==> config.mk <==
export PLATFORM = sky130hd
export DESIGN_NAME = bba_ctrl
export DESIGN_NICKNAME = d
export VERILOG_FILES = /design/src/hdl/block_bitmap_allocator_defines.svh /design/src/hdl/bba_pkg.sv /design/src/hdl/bba_ctrl.sv
export SDC_FILE = /design/constraint.sdc
export NUM_CORES = 1
export LEC_CHECK = 0
export BUFFER_PORTS_ARGS = -buffer_cell sky130_fd_sc_hd__buf_4
export CAP_MARGIN = 20
export CELL_PAD_IN_SITES_DETAIL_PLACEMENT = 2
export CELL_PAD_IN_SITES_GLOBAL_PLACEMENT = 2
export CORE_UTILIZATION = 22
export CTS_BUF_LIST = sky130_fd_sc_hd__clkbuf_8 sky130_fd_sc_hd__clkbuf_16
export DETAILED_ROUTE_END_ITERATION = 12
export GPL_ROUTABILITY_DRIVEN = 0
export PLACE_DENSITY_LB_ADDON = 0.1
export SLEW_MARGIN = 40
export SYNTH_ARGS = -nofsm -noshare
export SYNTH_HDL_FRONTEND = slang
export SYNTH_SLANG_ARGS = --single-unit
export TNS_END_PERCENT = 10
==> constraint.sdc <==
create_clock -name clk -period 0.98 [get_ports clk]
set_input_delay 0.098 -clock clk [delete_from_list [all_inputs] [get_ports clk]]
set_output_delay 0.098 -clock clk [all_outputs]
set_load 0.02 [all_outputs]
==> src/hdl/block_bitmap_allocator_defines.svh <==
// Assertion macros for the block bitmap allocator.
// Both macros sample on clk and stay quiet while rst_n is low.
`ifndef BLOCK_BITMAP_ALLOCATOR_DEFINES_SVH
`define BLOCK_BITMAP_ALLOCATOR_DEFINES_SVH

`ifndef SYNTHESIS
`define BBA_ASSERT_NEVER(lbl, cond) \
  lbl: assert property (@(posedge clk) disable iff (!rst_n) !(cond)) \
    else $error("bba assertion failed");
`define BBA_ASSERT_NEXT(lbl, ante, cons) \
  lbl: assert property (@(posedge clk) disable iff (!rst_n) (ante) |=> (cons)) \
    else $error("bba assertion failed");
`else
`define BBA_ASSERT_NEVER(lbl, cond)
`define BBA_ASSERT_NEXT(lbl, ante, cons)
`endif

`endif

==> src/hdl/bba_pkg.sv <==
`default_nettype none

package bba_pkg;

  // Bitmap geometry
  localparam int MAX_BLOCKS = 8192;
  localparam int MAP_BYTES  = MAX_BLOCKS / 8;
  localparam int ROW_BYTES  = 16;
  localparam int ROW_W      = ROW_BYTES * 8;
  localparam int ROWS       = MAP_BYTES / ROW_BYTES;
  localparam int ROW_AW     = $clog2(ROWS);
  localparam int BYTE_AW    = $clog2(ROW_BYTES);
  localparam int BIT_AW     = $clog2(ROW_W);
  localparam int MAPB_AW    = $clog2(MAP_BYTES);

  // Field widths
  localparam int REQ_W  = 2;
  localparam int IDX_W  = 13;
  localparam int STAT_W = 2;
  localparam int CNT_W  = 14;
  localparam int LIM_W  = 14;
  localparam int NB_W   = LIM_W - 3;
  localparam int RC_W   = ROW_AW + 1;

  localparam logic [CNT_W-1:0] COUNT_MAX   = '1;
  localparam logic [LIM_W-1:0] LIMIT_RESET = LIM_W'(MAX_BLOCKS);

  // Request codes
  localparam logic [REQ_W-1:0] REQ_ALLOC = 2'd0;
  localparam logic [REQ_W-1:0] REQ_MARK  = 2'd1;
  localparam logic [REQ_W-1:0] REQ_FREE  = 2'd2;
  localparam logic [REQ_W-1:0] REQ_CLEAR = 2'd3;

  // Status codes
  localparam logic [STAT_W-1:0] STAT_OK    = 2'd0;
  localparam logic [STAT_W-1:0] STAT_FULL  = 2'd1;
  localparam logic [STAT_W-1:0] STAT_RANGE = 2'd2;

  // Controller to datapath
  typedef struct packed {
    logic latch;     // capture request fields, rewind scan pointer
    logic scan;      // issue next scan row, evaluate returned row
    logic rd_idx;    // read the row holding slot_index
    logic rmw;       // modify and write back the row of slot_index
    logic clr;       // empty bitmap and count
    logic load_out;  // move result into output registers
  } bba_cmd_t;

  // Datapath to controller
  typedef struct packed {
    logic scan_hit;
    logic scan_miss;
  } bba_stat_t;

endpackage

`default_nettype wire

==> src/hdl/bba_ctrl.sv <==
`default_nettype none

module bba_ctrl (
  input  wire logic                       clk,
  input  wire logic                       rst_n,
  input  wire logic                       in_valid,
  output logic                            in_ready,
  input  wire logic [bba_pkg::REQ_W-1:0]  in_req_type,
  output logic                            out_valid,
  input  wire logic                       out_ready,
  input  wire bba_pkg::bba_stat_t         st,
  output bba_pkg::bba_cmd_t               cmd
);
  import bba_pkg::*;

  localparam logic [2:0] S_IDLE = 3'd0;
  localparam logic [2:0] S_SCAN = 3'd1;
  localparam logic [2:0] S_RD   = 3'd2;
  localparam logic [2:0] S_WR   = 3'd3;
  localparam logic [2:0] S_CLR  = 3'd4;
  localparam logic [2:0] S_DONE = 3'd5;

  logic [2:0] state_r, state_nxt;
  logic       out_valid_r, out_valid_nxt;
  logic       accept;

  assign in_ready  = (state_r == S_IDLE);
  assign out_valid = out_valid_r;
  assign accept    = in_valid && in_ready;

  // Sequence one request at a time
  always_comb begin
    state_nxt    = state_r;
    cmd          = '0;
    cmd.latch    = accept;
    unique case (state_r)
      S_IDLE: begin
        if (accept) begin
          case (in_req_type) inside
            REQ_ALLOC:           state_nxt = S_SCAN;
            REQ_MARK, REQ_FREE:  state_nxt = S_RD;
            default:             state_nxt = S_CLR;
          endcase
        end
      end
      S_SCAN: begin
        cmd.scan = 1'b1;
        if (st.scan_hit || st.scan_miss) state_nxt = S_DONE;
      end
      S_RD: begin
        cmd.rd_idx = 1'b1;
        state_nxt  = S_WR;
      end
      S_WR: begin
        cmd.rmw   = 1'b1;
        state_nxt = S_DONE;
      end
      S_CLR: begin
        cmd.clr   = 1'b1;
        state_nxt = S_DONE;
      end
      S_DONE: begin
        if (!out_valid_r || out_ready) begin
          cmd.load_out = 1'b1;
          state_nxt    = S_IDLE;
        end
      end
      default: state_nxt = S_IDLE;
    endcase
  end

  // Hold the result beat until taken
  always_comb begin
    out_valid_nxt = out_valid_r;
    if (out_ready) out_valid_nxt = 1'b0;
    if (cmd.load_out) out_valid_nxt = 1'b1;
  end

  always_ff @(posedge clk) begin
    if (!rst_n) begin
      state_r     <= S_IDLE;
      out_valid_r <= 1'b0;
    end else begin
      state_r     <= state_nxt;
      out_valid_r <= out_valid_nxt;
    end
  end

endmodule

`default_nettype wire

==> results of run 1 <==
final cells by class:
type                            instances  area [sq um]  share of cell area
Clock buffer                            3          41.3              0.0764
Inverter                                2          7.51              0.0139
Multi-Input combinational cell         24           201               0.373
Timing Repair Buffer                   21           180               0.333
Tap cell                               15          18.8              0.0347
Sequential cell                         4          91.3               0.169
path summary, 6_finish.rpt:
path / cells after the start / endpoint
setup / recovery: 3 / cmd[5]
hold / removal: 2 / out_valid
setup reg to reg: 4 / state_r[0]
hold reg to reg: 2 / out_valid
layer usage:
metal | global-route usage | up-vias | wire, um
li1 | - | 155 | -
met1 | 0.148 | 152 | 380
met2 | 0.214 | 10 | 456
met3 | 0.0167 | 0 | 38
met4 | 0.100 | 0 | 0
met5 | 0 | - | 0
what timing repair did:
action | in CTS | in global routing
resized for setup | 15 | 0
setup endpoints to repair | 10 | 9
buffers inserted | 4 | 0
pin swaps | 4 | 1
sequential cells by signal, indices dropped and copies added (netlist names):
signal / cells
out_valid: 1
state_r: 3
placed cells by master (no fill, tap or decap), types with 2 or more instances in the layout:
master    netlist  layout
buf_6           2       6
a21oi_1         2       2
nor3b_2         1       3
nor2_1          2       2
buf_4           3      15
ha_1            2       2
dfxtp_4         0       3
nand2_1         3       3
inv_1           2       2
clkbuf_8        0       3
cells by family after synthesis:
group | count (synthesis) | synth area share
AND/OR/NAND/NOR | 15 | 0.335
buffers and inverters | 7 | 0.163
flip-flops | 4 | 0.249
adder cells (fa/ha/maj) | 2 | 0.0778
AO/OA/AOI/OAI | 7 | 0.175
power by group through the flow:
stage / sequential, mW / clock, mW / combinational [mW]
floorplan: 0.202 / 0 / 0.280
global placement: 0.252 / 0 / 0.334
detailed placement: 0.258 / 0 / 0.341
CTS: 0.259 / 0.352 / 0.441
global route: 0.270 / 0.365 / 0.464
finish: 0.262 / 0.337 / 0.433
metrics by stage:
stage | utilization | total power [mW]
2_1_floorplan | - | 0.482
3_3_place_gp | 0.317 | 0.587
6_report | 0.405 | 1.03
5_1_grt | 0.405 | 1.10
4_1_cts | 0.405 | 1.05
3_5_place_dp | 0.317 | 0.598
worst max-delay path, stage by stage (launching register included):
cell     delay [ns]
dfxtp_4        0.36
nor3_4         0.19
and2_4         0.16
buf_6          0.11
==> results by group, run 1 <==
Routing
  • # DRC: 0
  • Drt pass-1 iters: 2
  • Final wirelength: 875 um
  • DR vias: 317
  • Routed Antenna Nets: 0
  • Routed len/inst: approximately 13 um
  • First-iteration detailed-routing DRC count: 2
  • Vias/cell: between 4 and 5

Timing
  • Slew at the pin closest to its max-slew limit: around 0.28 ns
  • Fmax: 884 MHz
  • Final Hold Fails: 0
  • PnR worst setup slack: -0.151 ns
  • Slew HR: 0.809
  • Fin crit period: 1.13 ns
  • Layout Skew: 0.000541 ns
  • Fin. max-slew vios: 0
  • Unrepaired setup endpoints after global routing: yes
  • Setup violators final: 9
  • Fin Hold WS: 0.175 ns
  • Final period utilization: 1.15
  • Setup TNS Final: -0.975 ns

Logic synthesis
  • Synth top area cells: dfxtp_1 25%, ha_1 7.8%, buf_4 7.0%
  • Register area share after synthesis: 0.249
  • Synthesized cell area: about 320 sq um
  • Synth cell count leaders: 4 x dfxtp_1, 3 x buf_4, 3 x nand2_1
  • Synth warnings: 0
  • Most frequent cell after synthesis: dfxtp_1
  • Synth Net Count: 45
  • Distinct cell type count after synthesis: 22
  • Most used DFF post-synth: dfxtp_1
  • Largest area contributor in the netlist: dfxtp_1
  • Synth Area per Inst: 9.19 sq um
  • Post-synth EDFFs: 0
  • Post-synth top area share: 0.249
  • #FFs+latches synth: 4
  • Asr flop ratio synth: 0
  • Post-Syn Instances: 35

Critical path
  • Arr. time, crit path: 1.03 ns
  • WS Path Type: flip-flop to primary output
  • Critical Path RT: 0.88 ns
  • Crit-path max FO: 7
  • Worst setup SP type: flip-flop
  • Internal reg-to-reg setup slack: -0.05 ns
  • Reg-to-reg startpoint: state_r[2]
  • Setup crit start: state_r[0]
  • Critical Path End Type: primary output

Power and ir drop
  • P_int: 0.711 mW
  • Leakage power total: about 0.25 nW
  • Clk pwr share: 0.327
  • Maximum VDD drop: approximately 0.58 mV
  • Sw power: around 0.32 mW
  • Combinational power share: 0.419
  • Power per cell area: ~1900 nW/um^2
  • Sequential power share: 0.254
  • Switch share: 0.312

Die
  • Row count: 13
  • Initial Utilization: 0.241
  • Die Ht: ~40 um
  • Top Ports: 16
  • DIE WIDTH: 40.2 um
  • Core region area: 1330 sq um
  • Die area: 1620 sq um

Layout
  • Area Growth Syn to Fin: 68.1%
  • Finished Layout Cells: 69
  • N_diodes: 0
  • Layout Nets: 66
  • Final instance area: around 540 sq um
  • Ratio of cells with drive above 1 in the final layout: 0.648
  • Fillcell total: 156

CTS
  • CTS tree: yes
  • Clock Latency Late Sink: 0.21 ns
  • Hold-fix buffers, CTS: 0
  • Longest Clk Path Bufs: 2
  • CTS sink cnt: 4
  • Worst-path clk slew: 0.03 ns
  • H-tree levels: 1
  • Cts bufs inserted: 3
  • CTS Root Buffer Type: clkbuf_8

Status
  • Violated checks: setup timing
  • Outcome: finished, violations left

Placed design
  • Placed cells: 62
  • DP Area: between 400 and 500 sq um
  • Post-place setup slack: -0.172 ns
  • PortBufs: 15
  • DP Wirelength: between 600 and 700 um

Hold path
  • Min-delay src: rst_n
  • Min-delay worst type: primary input to flip-flop

Global routing
  • Global Route Usage Sum: 0.129
  • GR Overflow Total: 0
  • Largest net degree at the start of global routing: 9
  • Vias in the first global route: 342
  • Initial antenna violation count: 0
  • First-pass GRT wire length: 1.36 mm

Flow run
  • MaxCap Viol Count: 0
No activity file was read; power rests on OpenSTA's default activity.
==> run 2: changes to the inputs <==
Settings changed: SETUP_SLACK_MARGIN from default to 0.4.
==> results by group, run 2 (synthesis results as in run 1) <==
Timing
  • Fmax: approximately 880 MHz
  • Unrepaired setup endpoints after global routing: yes
  • Setup violators final: 9
  • Fin. max-slew vios: 0
  • Fin crit period: roughly 1.1 ns
  • Slew at the pin closest to its max-slew limit: 0.285 ns
  • PnR worst setup slack: -0.151 ns
  • Final Hold Fails: 0
  • Fin Hold WS: approximately 0.17 ns
  • Slew HR: 0.809
  • Layout Skew: 0.000541 ns
  • Final period utilization: 1.15

Die
  • DIE WIDTH: 40.2 um
  • Initial Utilization: 0.241
  • Row count: 13
  • Die Ht: about 40 um
  • Top Ports: 16
  • Core region area: roughly 1300 sq um
  • Die area: between 1500 and 2000 sq um

Critical path
  • Worst Path Buf+Inv: 1
  • Critical Path End Type: primary output
  • Crit-path max FO: 7
  • Arr. time, crit path: roughly 1.0 ns
  • Reg-to-reg startpoint: state_r[2]
  • WS Path Type: flip-flop to primary output
  • Setup crit start: state_r[0]
  • Critical Path RT: around 0.88 ns
  • Cell family with most CP delay: flip-flops
  • Slowest CP cell: dfxtp_4
  • Crit-path max cell delay: 0.36 ns
  • Crit-path cells: nor3_4 -> and2_4 -> buf_6
  • Worst setup SP type: flip-flop

Layout
  • Ratio of cells with drive above 1 in the final layout: 0.667
  • Max reg flops: 3
  • Fillcell total: 158
  • Multi-input logic area: 201 sq um
  • Largest register by flop count: state_r
  • Sequential Area: 92.6 sq um
  • Most frequent cells in the layout: 14 x buf_4, 7 x buf_6
  • Layout Nets: 66
  • Commonest non-fill, non-tap cell in the layout: buf_4
  • Final instance area: 546 sq um
  • Finished Layout Cells: 69
  • Area Growth Syn to Fin: 69.6%
  • N_diodes: 0

Routing
  • Final wirelength: around 870 um
  • Vias/cell: 4.59
  • Routed Antenna Nets: 0
  • Drt pass-1 iters: 2
  • First-iteration detailed-routing DRC count: 2
  • Routed len/inst: 12.7 um
  • # DRC: 0
  • DR vias: 317

CTS
  • Hold-fix buffers, CTS: 0
  • Longest Clk Path Bufs: 2
  • Cts bufs inserted: 3
  • CTS tree: yes
  • CTS sink cnt: 4
  • Clock Latency Late Sink: 0.21 ns
  • H-tree levels: 1
  • Worst-path clk slew: about 0.03 ns
  • CTS Root Buffer Type: clkbuf_8

Power and ir drop
  • Maximum VDD drop: 0.584 mV
  • Tot Pwr: 1.04 mW
  • Leakage power total: 0.255 nW
  • Power per cell area: 1900 nW/um^2

Status
  • Outcome: finished, violations left
  • Violated checks: setup timing

Hold path
  • Min-delay src: rst_n
  • Min-delay worst type: primary input to flip-flop

Global routing
  • Vias in the first global route: between 300 and 400
  • GR Overflow Total: 0
  • Initial antenna violation count: 0
  • Largest net degree at the start of global routing: 9
  • Global Route Usage Sum: 0.129
  • First-pass GRT wire length: 1.36 mm

Placed design
  • Placed cells: 62
  • DP Area: 423 sq um
  • Post-place setup slack: -0.172 ns
  • DP Wirelength: 668 um
  • PortBufs: 15

Flow run
  • MaxCap Viol Count: 0
run 2: changes by cell type in the layout (fill, tap and decap cells not counted):
cell     change
dfxtp_1      -1
buf_4        -1
buf_6        +1
dfxtp_2      +1
run 2: worst paths after layout:
check / endpoint / slack (ns) / cells past startpoint
setup / recovery: cmd[5] / -0.15 / 3
hold / removal: out_valid / 0.17 / 2
setup reg to reg: state_r[0] / -0.05 / 4
hold reg to reg: out_valid / 0.50 / 2
run 2: worst register-to-register path: stages (launching register included):
cell and delay [ns]:
dfxtp_4 0.40, buf_6 0.12, nand2_1 0.05, o211ai_1 0.26
a21oi_1 0.07
run 2: per-layer routing:
layer,vias to the layer above,GRT usage,part of all wire
li1,155,-,-
met1,152,0.148,0.44
met2,10,0.214,0.52
met3,0,0.0167,0.041
met4,0,0.100,0
met5,-,0,0
run 2: final cells by class:
type | instances | area share
flip-flops and latches | 4 | 0.170
well taps | 15 | 0.0344
repair buffers | 21 | 0.337
clock buffers | 3 | 0.0757
inverters | 2 | 0.0138
multi-input cells | 24 | 0.369
run 2: through the flow:
stage,util,TNS [ns]
after CTS,0.409,-1.05
after global routing,0.409,-1.38
after floorplan,-,-0.403
after detailed placement,0.317,-0.883
final,0.409,-0.975
after global placement,0.317,-0.393
run 2: repair_timing:
item                                    in CTS  in global routing
cloned                                       0                  0
endpoints found under the setup margin      12                 12
pin swaps                                    4                  1
buffers inserted                             4                  0
hold endpoints to repair                     0                  0
gates resized for setup                     17                  0
run 2: power breakdown:
group	total (mW)	switching [mW]	internal (mW)
logic	0.435	0.182	0.253
registers	0.263	0.0644	0.199
clock network	0.337	0.0762	0.261
